**config.mk**
```make
export PLATFORM = sky130hd
export DESIGN_NAME = swg_queue
export DESIGN_NICKNAME = d
export VERILOG_FILES = /design/src/design/swg_pkg.sv /design/src/design/swg_queue.sv
export SDC_FILE = /design/constraint.sdc
export NUM_CORES = 1
export LEC_CHECK = 0
export ABC_AREA = 1
export BUFFER_PORTS_ARGS = -buffer_cell sky130_fd_sc_hd__clkbuf_2
export CORE_MARGIN = 1.5
export CORE_UTILIZATION = 52
export CTS_CLUSTER_DIAMETER = 30
export DETAILED_ROUTE_END_ITERATION = 6
export PLACE_DENSITY = 0.87
export SYNTH_ARGS = -nofsm -noshare
export SYNTH_HDL_FRONTEND = slang
export SYNTH_SLANG_ARGS = --single-unit
```
**constraint.sdc**
```tcl
create_clock -name clk -period 8.6 [get_ports clk]
set_input_delay 0.43 -clock clk [delete_from_list [all_inputs] [get_ports clk]]
set_output_delay 0.43 -clock clk [all_outputs]
set_load 0.05 [all_outputs]
```
**src/design/swg_pkg.sv**
```systemverilog
// Shared types, codes and fixed-point helpers of the separable window grid unit.
// No dependencies; every other design file of the block but swg_ram, and the bench, import this package.
package swg_pkg;

	localparam logic [2:0] FN_LOAD   = 3'd0;
	localparam logic [2:0] FN_WRITE  = 3'd1;
	localparam logic [2:0] FN_READ   = 3'd2;
	localparam logic [2:0] FN_SPREAD = 3'd3;
	localparam logic [2:0] FN_GATHER = 3'd4;

	localparam logic [1:0] AXIS_X = 2'd0;
	localparam logic [1:0] AXIS_Y = 2'd1;
	localparam logic [1:0] AXIS_Z = 2'd2;

	localparam logic [1:0] REG_ROW_LENGTH = 2'd0;
	localparam logic [1:0] REG_PLANE_ROWS = 2'd1;
	localparam logic [1:0] REG_TAPS_USED  = 2'd2;

	localparam int TAP_SPAN    = 8;
	localparam int CFG_W       = 17;
	localparam int ADDR_W      = 38;
	localparam int ACC_W       = 58;
	localparam int OUT_W       = 48;
	localparam int QUEUE_DEPTH = 2;
	localparam int QP_W        = 1;

	typedef struct packed {
		logic [2:0]         func;
		logic [1:0]         axis;
		logic [2:0]         tap;
		logic signed [15:0] weight;
		logic signed [15:0] dweight;
		logic [15:0]        grid_index;
		logic signed [31:0] value_re;
		logic signed [31:0] value_im;
	} swg_item_t;

	typedef struct packed {
		logic [CFG_W-1:0] row_length;
		logic [CFG_W-1:0] plane_rows;
		logic [3:0]       taps_used;
	} swg_cfg_t;

	// round(p / 2^30), result fits 17 bits for 16-bit taps
	function automatic logic signed [16:0] rnd30(input logic signed [47:0] p);
		logic signed [47:0] t;
		t = p + 48'sd536870912;
		return t[46:30];
	endfunction

	// round(x / 2^15) of a value times a tensor weight
	function automatic logic signed [33:0] rnd15(input logic signed [48:0] x);
		logic signed [48:0] t;
		t = x + 49'sd16384;
		return t[48:15];
	endfunction

	function automatic logic signed [31:0] sat32(input logic signed [34:0] x);
		logic signed [31:0] r;
		if (x > 35'sd2147483647) begin
			r = 32'sh7fffffff;
		end else if (x < -35'sd2147483648) begin
			r = 32'sh80000000;
		end else begin
			r = x[31:0];
		end
		return r;
	endfunction

endpackage

```
**src/design/swg_queue.sv**
```systemverilog
// Short queue between the front and the back part.
// Depends on swg_pkg.
module swg_queue import swg_pkg::*; (
	input  logic      clk,
	input  logic      arst_n,
	input  logic      push,
	input  swg_item_t push_item,
	output logic      full,
	input  logic      pop,
	output logic      pop_valid,
	output swg_item_t pop_item
);
	swg_item_t        slot_q [QUEUE_DEPTH];
	logic [QP_W-1:0]  wr_ptr_q;
	logic [QP_W-1:0]  rd_ptr_q;
	logic [QP_W:0]    count_q;

	assign full      = (count_q == (QP_W+1)'(QUEUE_DEPTH));
	assign pop_valid = (count_q != '0);
	assign pop_item  = slot_q[rd_ptr_q];

	always_ff @(posedge clk) begin
		if (push) begin
			slot_q[wr_ptr_q] <= push_item;
		end
	end

	always_ff @(posedge clk or negedge arst_n) begin
		if (!arst_n) begin
			wr_ptr_q <= '0;
			rd_ptr_q <= '0;
			count_q  <= '0;
		end else begin
			if (push) begin
				wr_ptr_q <= wr_ptr_q + 1'b1;
			end
			if (pop) begin
				rd_ptr_q <= rd_ptr_q + 1'b1;
			end
			if (push && !pop) begin
				count_q <= count_q + 1'b1;
			end else if (pop && !push) begin
				count_q <= count_q - 1'b1;
			end
		end
	end
endmodule

```
# --- Word level (Yosys, flattened, before mapping) ---
# Memories as Yosys holds them, arrays and structs flattened.
# Index checks and enable logic that the tools add are counted.
word_totals:
  mem_count: 1
  output_inout_bits: 122
  inputBits: 124
  ram_bits: 240
  regBits: 4
  elab_cells: 19
memory_table:
  columns: ["name", "depth", "width", "read_ports", "rd_clocked_by_memory_dff", "write_ports", "line_no", "source"]
  rows:
  - ["slot_q", 2, 120, 1, 0, 1, "swg_queue.sv:13", "swg_item_t slot_q [QUEUE_DEPTH];"]
classes:
  n_mux: 4
  eq_ne: 1
  n_reduce_logical: 6
  n_addsub: 4
ops:
  columns: ["op", "count"]
  rows:
  - ["$mux W2", 2]
  - ["$reduce_bool A2 Y1", 2]
  - ["$add A1 B1 Y1 const B", 2]
  - ["$add A2 B1 Y2 const B", 1]
  - ["$eq A2 B2 Y1 const B", 1]
  - ["$logic_and A1 B1 Y1", 2]
  - ["$logic_not A1 Y1", 2]
  - ["$mux W1", 2]
  - ["$sub A2 B1 Y2 const B", 1]

# --- Depth between registers and ports, before layout ---
depth:
  word_depth: 4
  depth_mapped: 7
  mapped_depth_nobuf: 7

# --- Worst setup path after synthesis ---
# OpenSTA, ideal clock, no wires.
synth_path:
  path_kind: "input to register"
  start: "input port push"
  end: "memory slot_q[0][0] in the netlist's numbering (enable)"
  t_required_ns: 7.996
  n_path_buf: 0
  path_stages: 2
  path_slack_ns: 2.506
  arrival_ns: 5.490
  cell_sequence: "inv_1 nor2_1"
synth_via:
  elab_chain_len: 2
synth_rtl:
  columns: ["element", "line_no", "source"]
  rows:
  - ["start: declaration", "swg_queue.sv:6", "input logic push,"]
  - ["$mux W1", "swg_queue.sv:23", "if (push) begin"]
  - ["$mux W1 (implied by the code)", "swg_queue.sv:24", "slot_q[wr_ptr_q] <= push_item;"]
  - ["end: declaration", "swg_queue.sv:13", null]
# Every way passes these cells.

==> impl_results.md <==
* Post-synth design cell area at between 8000 and 9000 um2
* Count of endpoints failing hold in the final timing report at 0
* Post-synthesis cell type count at 14
* Dominant register cell in the synthesized netlist: sky130_fd_sc_hd__edfxtp_1
* Most congested layer reported by global routing: met2
* Number of synthesized flops with an enable pin at 240
* DR vias/cell at 5.05
* Overall track demand over capacity in global routing at 18.4%
* Dominant cell type by area after synthesis: sky130_fd_sc_hd__edfxtp_1
* Synthesis warning total at 0
* CTS-repair resized insts at 0
* Data required time at the worst endpoint at 8.17 ns
* Depth of the CTS H-tree at 2
* Row Count at 47
* Root buffer cell: sky130_fd_sc_hd__clkbuf_16
* Count of filler cells inserted in the layout at about 1000
* Remaining number of nets flagged by the antenna check after routing at 0
* Final-stage net count at 801
* Syn Nets at 523
* Setup repair after global routing missed its margin: false
* CTS tree: built
* Clk_lat worst skew at 0.49 ns
* Crit path max-delay family: buffers and inverters
* Clock sink count at 244
* Count of input and output buffers at 245
* I/O pins at 246
* Nature of the critical path endpoint: output pin
* Setup TNS Final at 0 ns
* Count leader, synth: sky130_fd_sc_hd__edfxtp_1
* Measured slew at the worst slew-check pin at 1.03 ns
* Ranking of synthesized cells by area: sky130_fd_sc_hd__edfxtp_1 81%, sky130_fd_sc_hd__mux2_2 15%, sky130_fd_sc_hd__buf_6 1.1%
* Max-cap viol count at 0
* Met3 routing resource usage after global routing at between 5 and 6%
* Worst slack on hold paths at ~0.13 ns
* Total routed wirelength at 16800 um
* Kind of start point of the critical path: flop
* Hold/Removal Path Class: input port to flop
* Die boundary height at 134 um
* Post-Syn Area per Cell at 22.3 um2
* Max-slew headroom at the worst pin at a little under a third
* DR WL/cell at 18.2 um
* Worst clock skew at between 0.007 and 0.008 ns
* Estimated wirelength of the detail-placed design at 10800 um
* Fraction of final layout cells sized beyond drive strength 1 at 61.0%
* Combined buffer and inverter count along the critical path at 2
* Type of the worst setup path: flop to output pin
* Max Fanout on Critical Path at 64
* GRT met2 Usage at 33.6%
* Series of cell instances along the critical path: buf_4 > mux2_2 > clkbuf_2
* Count of routing violations after the opening detailed-route iteration at 259
* Largest net degree at the start of global routing at 77
* Vias in the first global route at a little under 5000
* Share of async-settable or async-resettable flops after synthesis at ~1.6%
* Layout Area Growth over Synthesis at 31.2%
* Post-detailed-placement cell area at 10300 um2
* Global-route wire length before repair at 25000 um
* Final setup viols at 0
* Pre-CTS WS at 5.71 ns
* Maximum clock frequency at 294 MHz
* Initial antenna violation count at 0
* Placer's final routability congestion estimate at 0.759
* Total power of the final layout at 4.94 mW
* Largest stage delay on the critical path at ~0.96 ns
* Power density cells at 424 nW/um2
* Status: completed
* Clock Path Buffers at 3
* DIE AREA at 17900 um2
* TritonCTS buffer count at 39
* Number of detailed-routing iterations run before antenna repair at 4
* Sequential element share of the synthesized area at 82.2%
* Static Leakage at roughly 4.5 nW
* Detailed-route DRC error count at 0
* Final worst setup slack at 5.20 ns
* Clock transition time at the flip-flop clock pins of the worst setup and hold paths at roughly 0.050 ns
* Non-Filler Cell Area, Final at 11700 um2
* Share of the synthesized area in the top cell type at 81.1%
* Slowest stage cell, crit path: sky130_fd_sc_hd__dfrtp_4
* Met1 GRT Util at between 15 and 20%
* Floorplan core area at 16600 um2
* Commonest cells post-synth: 240 x sky130_fd_sc_hd__edfxtp_1, 120 x sky130_fd_sc_hd__mux2_2, 9 x sky130_fd_sc_hd__buf_6
* Count of inserted antenna diode cells at 0
* Time the final worst path needs with I/O delays and setup at 3.40 ns
* Number of cells produced by synthesis at 398
* Data arrival time of the critical path at 2.97 ns
* Vias after detailed routing at 4677
* Overall die width at 134 um
* Peak supply drop at around 280 uV
* Slew Limit Fails at 0
* Count of state elements after synthesis at 244
* Ratio of final minimum period to clock period at 39.5%
* Initial Utilization at 53.4%
* Remaining global-route overflow at 0
[cell families after synthesis]
family / count (synthesis) / share of synthesized area [%]
DFF: 244 / 82.2
adders and majority gates: 1 / 0.141
buffers and inverters: 20 / 1.69
muxes: 120 / 15.2
and+or+nand+nor: 10 / 0.465
xor gates and xnor gates: 3 / 0.296
[cell type report]
class / instances / area [um2] / share of cell area (%)
clock inverters: 24 / 293 / 2.51
multi-input cells: 134 / 1440 / 12.3
flip-flops and latches: 244 / 7310 / 62.7
well taps: 220 / 275 / 2.36
repair buffers: 250 / 1270 / 10.9
inverters: 7 / 28.8 / 0.247
clock buffers: 47 / 1050 / 8.99
[worst reg2reg max path: cells and delay by family, from the launching register on]
family        cells  cell delay (ns)
simple gates      1             0.11
flops             1             0.42
buf+inv           2             1.38
[where the power goes]
group	switching, mW	internal, mW
combinational	1.24	0.445
clock	0.505	1.05
sequential	0.113	1.58
[state kept, by name (all words and copies together) (netlist names)]
register,flops
wr_ptr_q,1
rd_ptr_q,1
count_q,2
slot_q,240
[cell usage in the layout (no fill, tap or decap), drive strengths merged]
master,netlist,final
nand4,1,1
edfxtp,240,240
mux2,120,120
dfrtp,4,4
nand3,1,1
buf,13,4
xor2,2,2
clkinvlp,0,2
nor2,2,2
clkbuf,0,292
xnor2,1,1
inv,7,8
dlygate4sd3,0,1
clkinv,0,15
ha,1,1
bufinv,0,6
nand2,6,6
[metrics by stage]
step	utilization, %	cells
2_1_floorplan	-	398
3_3_place_gp	62.0	854
3_5_place_dp	62.0	854
4_1_cts	70.1	926
5_1_grt	70.1	926
6_report	70.1	926
[timing repair]
| item | in CTS | in global routing |
|---|---|---|
| endpoints found under the hold margin | 4 | 0 |
| hold buffers | 1 | 0 |
| buffers inserted | 0 | 0 |
[metal layers]
| metal | vias to the layer above | wire length, um |
|---|---|---|
| met2 | 227 | 9110 |
| met4 | 0 | 474 |
| met3 | 41 | 1370 |
| met5 | - | 0 |
| li1 | 2136 | - |
| met1 | 2273 | 5890 |
[path summary, 6_finish.rpt]
path | startpoint | to | slack (ns) | depth (start not counted)
hold reg to reg | count_q[1] | count_q[1] | 0.49 | 2
setup / recovery | rd_ptr_q | pop_item[73] | 5.20 | 3
max in group asynchronous | arst_n | rd_ptr_q | 8.18 | 2
min in group asynchronous | arst_n | rd_ptr_q | 0.28 | 2
hold / removal | push_item[115] | slot_q[1][115] | 0.13 | 1
setup reg to reg | wr_ptr_q | slot_q[0][102] | 6.24 | 3
(Power assumes the default switching activity.)
